`config.mk`:
```
export PLATFORM = sky130hd
export DESIGN_NAME = mrdl_queue
export DESIGN_NICKNAME = d
export VERILOG_FILES = /design/src/mrdl_queue.sv
export VERILOG_INCLUDE_DIRS = /design/src /design/src/src
export SDC_FILE = /design/constraint.sdc
export NUM_CORES = 1
export LEC_CHECK = 0
export BUFFER_PORTS_ARGS = -buffer_cell sky130_fd_sc_hd__buf_4
export CELL_PAD_IN_SITES_DETAIL_PLACEMENT = 1
export CELL_PAD_IN_SITES_GLOBAL_PLACEMENT = 1
export CORE_ASPECT_RATIO = 0.7
export CORE_MARGIN = 3
export CORE_UTILIZATION = 43
export CTS_CLUSTER_SIZE = 20
export DETAILED_ROUTE_END_ITERATION = 6
export PLACE_DENSITY = 0.87
export SYNTH_ARGS = -nofsm -noshare
export SYNTH_HDL_FRONTEND = slang
export SYNTH_SLANG_ARGS = --single-unit
```
`constraint.sdc`:
```
create_clock -name aclk -period 3.2 [get_ports aclk]
set_input_delay 0.32 -clock aclk [delete_from_list [all_inputs] [get_ports aclk]]
set_output_delay 0.32 -clock aclk [all_outputs]
set_load 0.1 [all_outputs]
```
`src/multichannel_ring_delay_line_macros.svh`:
```
// Assertion macros for the multichannel ring delay line.
// Included by the RTL files that carry concurrent checks; needs nothing else.
`ifndef MULTICHANNEL_RING_DELAY_LINE_MACROS_SVH
`define MULTICHANNEL_RING_DELAY_LINE_MACROS_SVH
`ifndef SYNTHESIS
// Check sampled on the rising clock edge, suspended while reset is low.
`define MRDL_ASSERT(lbl, clk, rst_n, prop, msg) \
    lbl: assert property (@(posedge clk) disable iff (!rst_n) prop) else $error(msg);
// Check sampled on every rising clock edge, reset included.
`define MRDL_ASSERT_ALWAYS(lbl, clk, prop, msg) \
    lbl: assert property (@(posedge clk) prop) else $error(msg);
`else
`define MRDL_ASSERT(lbl, clk, rst_n, prop, msg)
`define MRDL_ASSERT_ALWAYS(lbl, clk, prop, msg)
`endif
`endif

```
`src/mrdl_queue.sv`:
```
// Two-entry decoupling queue between front and back end.
// Depends on the assertion macro header only.
`include "multichannel_ring_delay_line_macros.svh"
module mrdl_queue #(
    parameter int WIDTH = 64
) (
    input  logic             aclk,
    input  logic             aresetn,
    input  logic             wr_en,
    output logic             wr_ready,
    input  logic [WIDTH-1:0] wr_data,
    output logic             rd_valid,
    input  logic             rd_en,
    output logic [WIDTH-1:0] rd_data
);
    logic [WIDTH-1:0] slot_reg [2];
    logic             wptr_reg, wptr_next;
    logic             rptr_reg, rptr_next;
    logic [1:0]       cnt_reg,  cnt_next;
    logic             push, pop;

    assign wr_ready = (cnt_reg != 2'd2);
    assign rd_valid = (cnt_reg != 2'd0);
    assign rd_data  = slot_reg[rptr_reg];
    assign push     = wr_en && wr_ready;
    assign pop      = rd_en && rd_valid;

    assign wptr_next = push ? ~wptr_reg : wptr_reg;
    assign rptr_next = pop  ? ~rptr_reg : rptr_reg;

    always_comb begin
        cnt_next = cnt_reg;
        if (push && !pop) begin
            cnt_next = cnt_reg + 2'd1;
        end else if (pop && !push) begin
            cnt_next = cnt_reg - 2'd1;
        end
    end

    always_ff @(posedge aclk) begin
        if (push) begin
            slot_reg[wptr_reg] <= wr_data;
        end
    end

    always_ff @(posedge aclk) begin
        if (!aresetn) begin
            wptr_reg <= 1'b0;
            rptr_reg <= 1'b0;
            cnt_reg  <= 2'd0;
        end else begin
            wptr_reg <= wptr_next;
            rptr_reg <= rptr_next;
            cnt_reg  <= cnt_next;
        end
    end

    `MRDL_ASSERT(a_q_count, aclk, aresetn, (cnt_reg != 2'd3) && ((cnt_reg == 2'd1) == (wptr_reg != rptr_reg)), "queue count and pointers disagree")

endmodule

```
==> results_dict.tcl <==
set metrics [dict create \
    status "finished, final reports clean" \
    reg2reg_depth 3 \
    io_buffer_count 133 \
    synth.yosys.warnings 0 \
    grt_pass1_vias 2901 \
    grt_first_pass_wirelength_um 15500 \
    start_util_pct 45.5 \
    grt_max_degree 41 \
    drtAntennaViolNets 0 \
    areaGrowthSynthToFinish_pct 35.6 \
    cp_slowest_cell "dfxtp_2" \
    totalWireLength_um 10100 \
    hpwl_um 6930 \
    die_x_um 133 \
    skew_ns 0.0116 \
    setup_tns_ns 0 \
    fin_nets 441 \
    vias 2508 \
    fillers 940 \
    seq_area_um2 3950 \
    synthCells 223 \
    drc 0 \
    io_pins 134 \
    critPathBufInv 2 \
    crit_arrival_ns 1.94 \
    ctsResizeCount 0 \
    htree_levels 4 \
    netlist_area_um2 4860 \
    path_class "register to output pin" \
    crit_top_cell "buf_4" \
    drtIter0Drc 129 \
    critPathRequiredTime_ns 2.88 \
    insertion_delay_ns 0.41 \
    end_kind "output pin" \
    track_usage_pct 16.7 \
    rsz0062_at_grt "no" \
    path_cells "buf_4 > mux2_2 > buf_4" \
    r2r-end "slot_reg[1][47]" \
    ys_seq_area_share_pct 81.2 \
    layout_worst_path_cycle_share_pct 70.6 \
    max_freq_ghz 0.442 \
    clk_pin_slew_ns 0.06 \
    cts_buffers 17 \
    dieArea_um2 12600 \
    tightest_slew_ns 0.635 \
    dp_cells 501 \
    syn_nets 292 \
    grt_overflow_total 0 \
    syn-mean-instance-area_um2 21.8 \
    whs_path_depth 1 \
    routabilityCongestion 0.695 \
    relSlewSlack_pct 57.7 \
    finalSetupViolations 0 \
    path_max_fanout 22 \
    core-area_um2 10700 \
    largest_register_ffs 128 \
    postCtsSetupRepairBufs 0 \
    cts.sinks 133 \
    final_util_pct 61.7 \
    ys_seq_elements 133 \
    cts_hold_buf 0 \
    finalHoldViolCount 0 \
    synth_cell_types 20 \
    antenna_found_initial 0 \
    multi_input_area_um2 861 \
    r2r_slack_ns 1.32 \
    max_stage_delay_ns 0.52 \
    cap_violations 0 \
    min_to "slot_reg[0][52]" \
    drive_gt1_share_pct 60.0 \
    clockBufferDepth 2 \
    wl_per_cell_um 18.9 \
    maxSlewViolCount 0 \
    std_cell_rows 31 \
    hp-start "wr_data[52]" \
    via_per_inst 4.71 \
    fin_cells 533 \
    cts_root_buf "clkbuf_16" \
    diodes 0 \
    hold_path_class "input pin to register" \
    layout_common_cells "134 x buf_4, 128 x edfxtp_1, 64 x mux2_2" \
    start_kind "register" \
    critPathTopFamily "buffers and inverters" \
    firstDrtPassIters 4 \
    layout_commonest_cell "buf_4" \
    cts_tree "done" \
    die_y_um 94.9 \
    min_period_ns 2.26 \
    rr_startpoint "cnt_reg[0]" \
]
==> routing by layer <==
metal | part of all wire, % | vias up | track usage, %
li1 | - | 1178 | -
met1 | 38 | 1224 | 18.1
met4 | 1.3 | 0 | 7.79
met2 | 52 | 94 | 28.4
met3 | 9.1 | 12 | 7.72
met5 | 0 | - | 0
==> stage by stage <==
| stage | hold slack (ns) | cell area (um^2) | worst slack [ns] |
|---|---|---|---|
| floorplan | 0.419 | 4860 | 0.413 |
| global placement | 0.505 | 6060 | 1.37 |
| detailed placement | 0.508 | 6060 | 1.29 |
| CTS | 0.0744 | 6590 | 0.881 |
| global route | 0.0741 | 6590 | 0.822 |
| finish | 0.0943 | 6590 | 0.939 |
==> logic make-up after synthesis <==
kind of cell               Yosys count  share of synthesized area, %
AOI/OAI and AO/OA                    5                         0.721
and+or+nand+nor                      9                          1.34
buffers and inverters                8                          1.11
DFF                                133                          81.2
adders and majority gates            1                         0.258
muxes                               64                          14.8
xor gates and xnor gates             3                         0.541
==> area by class of cell <==
cell class,count,area share (%)
sequential,133,59.9
timing repair buffer,137,16.2
multi-input combinational,82,13.1
clock buffer,19,6.57
tap,148,2.81
clock inverter,13,1.39
inverter,1,0.0570
==> worst max-delay path by stage <==
stage,slack (ns),startpoint,cells after the start,endpoint
after floorplan,0.41,cnt_reg[0],2,slot_reg[1][0]
after global placement,1.37,register,3,rd_data[58]
after detailed placement,1.29,cnt_reg[0],3,slot_reg[1][36]
after CTS,0.88,register,3,rd_data[1]
after global routing,0.82,register,3,rd_data[5]
final,0.94,register,3,rd_data[1]
==> synth_stat cells, drive strengths merged <==
cell    count  area [um^2]
nand2b      1         13.8
buf         7         50.0
a21bo       1         10.0
and3        1         6.26
inv         1         3.75
a21boi      2         15.0
xor2        1         8.76
dfxtp       5          100
mux2       64          721
o21ai       2         10.0
edfxtp    128         3840
or3         1         6.26
nand3b      1         7.51
or2         1         6.26
and2        4         25.0
ha          1         12.5
xnor2       2         17.5
Power is not shown: default switching activity piles up to over one toggle a cycle in this logic, so the estimate is an artifact.
