--- src/multichannel_ring_delay_line_macros.svh ---
// Assertion macros for the multichannel ring delay line.
// Included by the RTL files that carry concurrent checks; needs nothing else.
`ifndef MULTICHANNEL_RING_DELAY_LINE_MACROS_SVH
`define MULTICHANNEL_RING_DELAY_LINE_MACROS_SVH
`ifndef SYNTHESIS
// Check sampled on the rising clock edge, suspended while reset is low.
`define MRDL_ASSERT(lbl, clk, rst_n, prop, msg) \
    lbl: assert property (@(posedge clk) disable iff (!rst_n) prop) else $error(msg);
// Check sampled on every rising clock edge, reset included.
`define MRDL_ASSERT_ALWAYS(lbl, clk, prop, msg) \
    lbl: assert property (@(posedge clk) prop) else $error(msg);
`else
`define MRDL_ASSERT(lbl, clk, rst_n, prop, msg)
`define MRDL_ASSERT_ALWAYS(lbl, clk, prop, msg)
`endif
`endif

--- src/mrdl_pkg.sv ---
// Shared types and constants of the multichannel ring delay line.
// No dependencies; imported by mrdl_front, mrdl_back and the top level.
package mrdl_pkg;

    localparam int CHAN_W      = 3;
    localparam int SAMPLE_W    = 32;
    localparam int DLY_REG_W   = 13;
    localparam int CHN_REG_W   = 4;
    localparam int CFG_DATA_W  = 13;
    localparam int CFG_IDX_W   = 1;

    // Register indexes on the configuration port
    typedef enum logic [CFG_IDX_W-1:0] {
        CFG_DELAY    = 1'b0,
        CFG_CHANNELS = 1'b1
    } cfg_idx_t;

    // Status from the back end to the front end
    typedef struct packed {
        logic clearing;
    } back_status_t;

endpackage

--- src/mrdl_front.sv ---
// Front end: config registers, write position and item classification.
// Depends on mrdl_pkg and the assertion macro header.
`include "multichannel_ring_delay_line_macros.svh"
module mrdl_front #(
    parameter int RING_DEPTH   = 4096,
    parameter int MAX_CHANNELS = 8,
    parameter int ADDR_W       = 15
) (
    input  logic                              aclk,
    input  logic                              aresetn,
    input  logic                              cfg_we,
    input  logic [mrdl_pkg::CFG_IDX_W-1:0]    cfg_index,
    input  logic [mrdl_pkg::CFG_DATA_W-1:0]   cfg_wdata,
    input  logic                              s_valid,
    output logic                              s_ready,
    input  logic [mrdl_pkg::CHAN_W-1:0]       s_chan,
    input  logic [mrdl_pkg::SAMPLE_W-1:0]     s_sample_in,
    input  logic                              s_frame_end,
    input  mrdl_pkg::back_status_t            back_status,
    output logic                              q_push,
    input  logic                              q_ready,
    output logic                              q_mem_en,
    output logic [mrdl_pkg::CHAN_W-1:0]       q_chan,
    output logic [mrdl_pkg::SAMPLE_W-1:0]     q_word,
    output logic [ADDR_W-1:0]                 q_rd_addr,
    output logic [ADDR_W-1:0]                 q_wr_addr
);
    import mrdl_pkg::*;

    localparam int POS_W    = $clog2(RING_DEPTH);
    localparam int RING_CAP = 1 << POS_W;
    localparam int DLY_W    = (POS_W + 1 > DLY_REG_W) ? POS_W + 1 : DLY_REG_W;
    localparam int MAXC_W   = $clog2(MAX_CHANNELS + 1);
    localparam int CMP_W    = (MAXC_W > CHN_REG_W) ? MAXC_W : CHN_REG_W;

    logic [DLY_REG_W-1:0] delay_reg,  delay_next;
    logic [CHN_REG_W-1:0] chans_reg,  chans_next;
    logic [POS_W-1:0]     wpos_reg,   wpos_next;

    logic [DLY_W-1:0]     delay_ext;
    logic [POS_W-1:0]     delay_low;
    logic                 delay_nz;
    logic                 chan_used;
    logic                 accept;
    logic [POS_W-1:0]     rd_pos;

    // config writes
    always_comb begin
        delay_next = delay_reg;
        chans_next = chans_reg;
        if (cfg_we) begin
            case (cfg_idx_t'(cfg_index))
                CFG_DELAY:    delay_next = cfg_wdata[DLY_REG_W-1:0];
                CFG_CHANNELS: chans_next = cfg_wdata[CHN_REG_W-1:0];
                default: begin
                    delay_next = delay_reg;
                end
            endcase
        end
    end

    // saturate delay to ring capacity; a full-capacity delay has zero low bits
    assign delay_ext = DLY_W'(delay_reg);
    assign delay_nz  = (delay_reg != '0);
    assign delay_low = (delay_ext > DLY_W'(RING_CAP)) ? '0 : delay_ext[POS_W-1:0];

    assign chan_used = (CMP_W'(s_chan) < CMP_W'(chans_reg)) &&
                       (CMP_W'(s_chan) < CMP_W'(MAX_CHANNELS));

    assign s_ready = q_ready && !back_status.clearing;
    assign accept  = s_valid && s_ready;

    assign rd_pos    = wpos_reg - delay_low;
    assign q_push    = accept;
    assign q_mem_en  = delay_nz && chan_used;
    assign q_chan    = s_chan;
    assign q_word    = s_sample_in;
    assign q_rd_addr = (ADDR_W'(s_chan) << POS_W) | ADDR_W'(rd_pos);
    assign q_wr_addr = (ADDR_W'(s_chan) << POS_W) | ADDR_W'(wpos_reg);

    assign wpos_next = (accept && s_frame_end && delay_nz) ? wpos_reg + 1'b1 : wpos_reg;

    always_ff @(posedge aclk) begin
        if (!aresetn) begin
            delay_reg <= '0;
            chans_reg <= CHN_REG_W'(1);
            wpos_reg  <= '0;
        end else begin
            delay_reg <= delay_next;
            chans_reg <= chans_next;
            wpos_reg  <= wpos_next;
        end
    end

    `MRDL_ASSERT(a_wpos_step, aclk, aresetn, ($past(aresetn) && wpos_reg != $past(wpos_reg)) |-> $past(accept && s_frame_end && delay_nz), "write position moved without a frame end beat")

endmodule

--- config.mk ---
export PLATFORM = sky130hd
export DESIGN_NAME = mrdl_front
export DESIGN_NICKNAME = d
export VERILOG_FILES = /design/src/mrdl_pkg.sv /design/src/mrdl_front.sv
export VERILOG_INCLUDE_DIRS = /design/src /design/src/src
export SDC_FILE = /design/constraint.sdc
export NUM_CORES = 1
export LEC_CHECK = 0
export BUFFER_PORTS_ARGS = -buffer_cell sky130_fd_sc_hd__buf_2
export CAP_MARGIN = 15
export CELL_PAD_IN_SITES_DETAIL_PLACEMENT = 0
export CELL_PAD_IN_SITES_GLOBAL_PLACEMENT = 2
export CORE_ASPECT_RATIO = 1.75
export CORE_UTILIZATION = 25
export DETAILED_ROUTE_END_ITERATION = 8
export PLACE_DENSITY = 0.94
export SLEW_MARGIN = 0
export SYNTH_ARGS = -nofsm -noshare
export SYNTH_HDL_FRONTEND = slang
export SYNTH_SLANG_ARGS = --single-unit
--- constraint.sdc ---
create_clock -name aclk -period 3.5 [get_ports aclk]
set_input_delay 0.7 -clock aclk [delete_from_list [all_inputs] [get_ports aclk]]
set_output_delay 0.7 -clock aclk [all_outputs]
set_load 0.02 [all_outputs]
==> results of run 1 <==
## cell usage after synthesis (2+ instances only)
cell type	number	area share
buf_4	41	0.14
nand2_1	37	0.064
dfxtp_1	29	0.27
a21oi_1	28	0.065
nand2b_1	16	0.046
ha_1	14	0.081
nor2_1	14	0.024
nand3_1	10	0.023
inv_1	9	0.016
xnor2_1	8	0.032
xor2_1	7	0.028
clkbuf_1	4	0.0069
o21a_1	4	0.014
o21ai_1	4	0.0093
o31ai_1	4	0.014
a21o_1	3	0.010
nand4_1	3	0.0087
nor2b_1	3	0.0087
or4_1	3	0.010
a211oi_1	2	0.0069
and2_1	2	0.0058
and4_1	2	0.0081
nor3_1	2	0.0046
nor4_2	2	0.012
o21ai_0	2	0.0046
or3_1	2	0.0058
## critical path: cells and delay by family, from the launching register on
family / cells / cell delay, ns
adder cells (fa/ha/maj): 2 / 0.62
XOR/XNOR: 1 / 0.15
flip-flops: 1 / 0.43
buffers and inverters: 1 / 0.18
AO/OA/AOI/OAI: 3 / 0.47
AND/OR/NAND/NOR: 2 / 0.43
## metal layers
| metal | vias to the layer above | track usage |
|---|---|---|
| li1 | 933 | - |
| met4 | 0 | 0.09112 |
| met5 | - | 0 |
| met1 | 837 | 0.09906 |
| met2 | 41 | 0.2183 |
| met3 | 15 | 0.02176 |
## layout make-up
cell class | instances | area share
flip-flops and latches | 29 | 0.2417
clock inverters | 3 | 0.007277
inverters | 10 | 0.01559
repair buffers | 59 | 0.1227
multi-input cells | 187 | 0.5010
clock buffers | 5 | 0.05198
well taps | 115 | 0.05977
## per-stage QoR
| step | util | cell area (um2) | setup slack (ns) | power (mW) | hold slack (ns) |
|---|---|---|---|---|---|
| 3_5_place_dp | 0.2705 | 2263 | 0.3934 | 0.5744 | 0.4545 |
| 5_1_grt | 0.2877 | 2407 | 0.04648 | 1.025 | 0.4857 |
| 3_3_place_gp | 0.2705 | 2263 | 0.4741 | 0.5721 | 0.4504 |
| 4_1_cts | 0.2875 | 2406 | 0.08987 | 0.9881 | 0.4608 |
| 2_1_floorplan | - | 2163 | 0.6726 | 0.5629 | 0.4363 |
| 6_report | 0.2877 | 2407 | 0.2555 | 0.9729 | 0.4584 |
## what timing repair did
action                                  4_1_cts  5_1_grt
endpoints found under the setup margin        0        1
resized for setup                             0        1
hold buffers                                  0        0
## power breakdown
group          internal, mW  switching (mW)  leakage, nW  total, mW
logic                0.0842           0.131        0.746      0.215
clock network         0.260           0.149       0.0696      0.409
registers             0.341         0.00877        0.236      0.349
total                 0.684           0.289         1.05      0.973
## final timing paths
kind | start | end | slack (ns) | depth (start not counted)
min reg2reg | chans_reg[1] | chans_reg[1] | 0.46 | 2
max | delay_ext[12] | q_rd_addr[8] | 0.26 | 9
max reg2reg | delay_ext[12] | wpos_reg[10] | 1.79 | 5
min | chans_reg[1] | chans_reg[1] | 0.46 | 2
## cell families after synthesis
family          Yosys count  share of synthesized area
compound gates           52                     0.1440
xor+xnor                 15                    0.06073
fa+ha+maj                15                    0.09023
buf+inv                  57                     0.1741
flops                    29                     0.2684
mux                       1                   0.004627
simple gates            104                     0.2580
==> flow_summary.toml, run 1 <==
[grt]
grt_max_degree = 29
grt_remaining_overflow = 0
first_global_vias = 1677
track_usage = 0.1149
grt_pass1_wl_mm = 7.921
antenna_found_initial = 0

[setup_path]
cpPeakStageDelay_ns = 0.43
cp.required_ns = 2.80
cp_common_cell = "a21oi_1"
worstSetupStartpointType = "register"
worst_path_max_delay_cell = "dfxtp_2"
cp_max_fo = 14
endpoint_kind = "primary output"
cp_cell_sequence = "and2b_1 -> ha_1 -> fa_1 -> nand2b_1 -> a21oi_1 -> o21ai_1 -> a21oi_1 -> xor2_1 -> buf_2"
critPathKind = "reg -> out"
critPathArrivalTime_ns = 2.54

[route]
top_layer = "met4"
vias = 1826
detail-route-antenna-nets = 0
drc = 0
wl_met2_mm = 2.842
wl_per_cell_um = 12.49
wl_mm = 5.097
wl_met1_mm = 1.769
wl_met3_um = 247
drt_first_iter_violations = 51
viasPerCell = 4.475
drtPass1Iterations = 4

[logic_synthesis]
synth.ff_latch_count = 29
yosysWarnings = 0
ys_types = 44
syn_area_per_cell_um2 = 7.924
synth.cell_area_um2 = 2163
syn_nets = 344
seq_area_frac_synth = 0.2684
synth_ff_type = "dfxtp_1"
synthArstFlopShare = 0
synth_edf_count = 0
synth_cells = 273

[finish]
fin_nets = 363
multiInputGateArea_um2 = 1206
final_cells = 408
drive_gt1_frac = 0.2491
diodes = 0
area_growth_pct = 11.28
fill_cells = 970
final_common_cell = "buf_2"
final_cell_mix = "59 x buf_2, 37 x nand2_1, 28 x a21oi_1, 28 x dfxtp_1, 16 x nand2b_1"
largest_reg_flops = 13
regArea_um2 = 581.8

[timing]
max_slew_margin = 0.4745
fmax_mhz = 308.2
period_share = 0.9270
finalSetupTns_ns = 0
setup_viol = 0
finClkSkew_ns = 0.006419
finalCriticalPeriod_ns = 3.245
slew_viol_final = 0
worstMarginPinSlew_ns = 0.7866
finalHoldViolCount = 0
grt_setup_unrepaired = "false"

[floorplanning]
die_height_um = 125.1
core.rowCount = 44
die_w_um = 72.32
floorplan.die_area_um2 = 9044
initial_core_util = 0.2585
fp.coreArea_um2 = 8368
num_io_pins = 124

[clocking]
clk_pin_slew_ns = 0.05
cts_tree = "built"
post_cts_buffers = 0
cts.htree.levels = 2
root_buffer = "clkbuf_16"
cts_max_path_buffers = 2
clkSinkCount = 29
clock_latency_ns = 0.28
cts_buffers = 5

[flow_run]
drv_cap = 0

[worst_hold_path]
hold_path_class = "reg -> reg"

[placed_design]
gp_congestion = 0.7901
dp.cells = 400
hpwlAfterDp_mm = 4.225
portBuffers = 59

[power_and_ir_drop]
p_per_area_nw_per_um2 = 404.2
peakVddDrop_mv = 0.1460
p_leak_nw = 1.052

[outcome]
status = "finished, final reports clean"
Note: power is estimated with default switching activity, not from simulation.
==> inputs of run 2 (changes only) <==
==> constraint.sdc (replaced) <==
create_clock -name aclk -period 3.95 [get_ports aclk]
set_input_delay 0.79 -clock aclk [delete_from_list [all_inputs] [get_ports aclk]]
set_output_delay 0.79 -clock aclk [all_outputs]
set_load 0.02 [all_outputs]
==> run 2 against run 1 <==
Net effect:
- via count increased by 0.44%
- cell count unchanged
- first-iteration DRC count up 29%
- sequential share of layout area about the same
- largest power group unchanged
- highest routed layer unchanged
==> flow_summary.toml, run 2 (synthesis results as in run 1) <==
[outcome]
status = "finished, final reports clean"

[finish]
drive_gt1_frac = 0.2457
largest_reg_flops = 13
final_common_cell = "buf_2"
final_cell_mix = "59 x buf_2, 37 x nand2_1, 29 x dfxtp_1"
fin_nets = 363
area_growth_pct = 11.22
final_cells = 408
diodes = 0

[worst_hold_path]
hold_path_class = "reg -> reg"

[grt]
track_usage = 0.1149
grt_max_degree = 29
grt_remaining_overflow = 0
antenna_found_initial = 0
grt_pass1_wl_mm = 7.921
first_global_vias = 1677

[route]
viasPerCell = 4.495
detail-route-antenna-nets = 0
vias = 1834
drc = 0
drt_first_iter_violations = 66
wl_mm = 5.094
wl_per_cell_um = 12.49
drtPass1Iterations = 4

[setup_path]
critPathArrivalTime_ns = 2.66
cpPeakStageDelay_ns = 0.52
cp_max_fo = 14
endpoint_kind = "primary output"
cp_cell_sequence = "and2b_1 -> ha_1 -> fa_1 -> nand2b_1 -> a21oi_1 -> o21ai_1 -> a21oi_1 -> xor2_1 -> buf_2"
cp_common_cell = "a21oi_1"
worstSetupStartpointType = "register"
worst_path_max_delay_cell = "dfxtp_1"
critPathKind = "reg -> out"
cp.required_ns = 3.16

[clocking]
root_buffer = "clkbuf_16"
postCtsResizedCells = 0
ctsHoldBuffers = 0
clock_latency_ns = 0.28
cts_buffers = 5
cts_max_path_buffers = 2
clkSinkCount = 29
cts_tree = "built"
clk_pin_slew_ns = 0.05
cts.htree.levels = 2
post_cts_buffers = 0

[power_and_ir_drop]
pwr-share-clk = 0.420
combPwrFrac = 0.221
p_leak_nw = 1.051
swShare = 0.2958
peakVddDrop_mv = 0.1349
power_switching_uw = 254.7
seq_power_share = 0.359
p_per_area_nw_per_um2 = 357.9
p_int_uw = 606.4

[timing]
finalSetupTns_ns = 0
setup_viol = 0
period_share = 0.8743
finClkSkew_ns = 0.005920
slew_viol_final = 0
grt_setup_unrepaired = "false"
finalCriticalPeriod_ns = 3.454
fmax_mhz = 289.6
timing.hold.ws_ns = 0.4582
fin_ws_ns = 0.4965
max_slew_margin = 0.4745
worstMarginPinSlew_ns = 0.7867
finalHoldViolCount = 0

[floorplanning]
die_height_um = 125.1
fp.coreArea_um2 = 8368
num_io_pins = 124
core.rowCount = 44
initial_core_util = 0.2585
floorplan.die_area_um2 = 9044
die_w_um = 72.32

[flow_run]
drv_cap = 0

[placed_design]
dpl_worst_slack_ns = 0.7534
hpwlAfterDp_mm = 4.225
dp.cells = 400
gp_congestion = 0.7901
portBuffers = 59
-- run 2: cell count changes in the layout (fill, tap and decap cells not counted) --
cell     previous run  this run
dfxtp_1            28        29
dfxtp_2             1         0
-- run 2: worst paths after layout --
kind	startpoint	endpoint	slack [ns]	depth (start not counted)
worst max-delay path	delay_ext[12]	q_rd_addr[8]	0.50	9
worst min-delay path	chans_reg[1]	chans_reg[1]	0.46	2
worst max register to register	delay_ext[12]	wpos_reg[10]	2.11	5
worst min register to register	chans_reg[1]	chans_reg[1]	0.46	2
-- run 2: layout make-up --
class / count / area [um2]
fill: 970 / 5962
multi-input combinational: 187 / 1206
sequential: 29 / 580.6
timing repair buffer: 59 / 295.3
tap: 115 / 143.9
clock buffer: 5 / 125.1
inverter: 10 / 37.54
clock inverter: 3 / 17.52
-- run 2: through the flow --
stage | cell area, um2 | total power [mW] | utilization
finish | 2406 | 0.8610 | 0.2875
global route | 2406 | 0.9075 | 0.2875
CTS | 2406 | 0.8756 | 0.2875
detailed placement | 2263 | 0.5090 | 0.2705
global placement | 2263 | 0.5069 | 0.2705
floorplan | 2163 | 0.4987 | -
-- run 2: power groups by stage --
stage          clock network [mW]  registers [mW]  logic [mW]
2_1_floorplan                   0           0.313       0.185
5_1_grt                     0.387           0.310       0.210
6_report                    0.361           0.310       0.190
3_5_place_dp                    0           0.315       0.193
3_3_place_gp                    0           0.315       0.192
4_1_cts                     0.372           0.309       0.194
-- run 2: critical path: cells and delay by family, from the launching register on --
| family | cells | cell delay, ns |
|---|---|---|
| buffers and inverters | 1 | 0.18 |
| xor gates and xnor gates | 1 | 0.15 |
| adders and majority gates | 2 | 0.62 |
| DFF | 1 | 0.52 |
| AOI/OAI and AO/OA | 3 | 0.47 |
| and+or+nand+nor | 2 | 0.45 |
-- run 2: per-layer routing --
layer / vias to the layer above / GRT usage / wire, um
met1: 843 / 0.09906 / 1739
met4: 0 / 0.09112 / 238
li1: 933 / - / -
met3: 15 / 0.02176 / 269
met5: - / 0 / 0
met2: 43 / 0.2183 / 2846
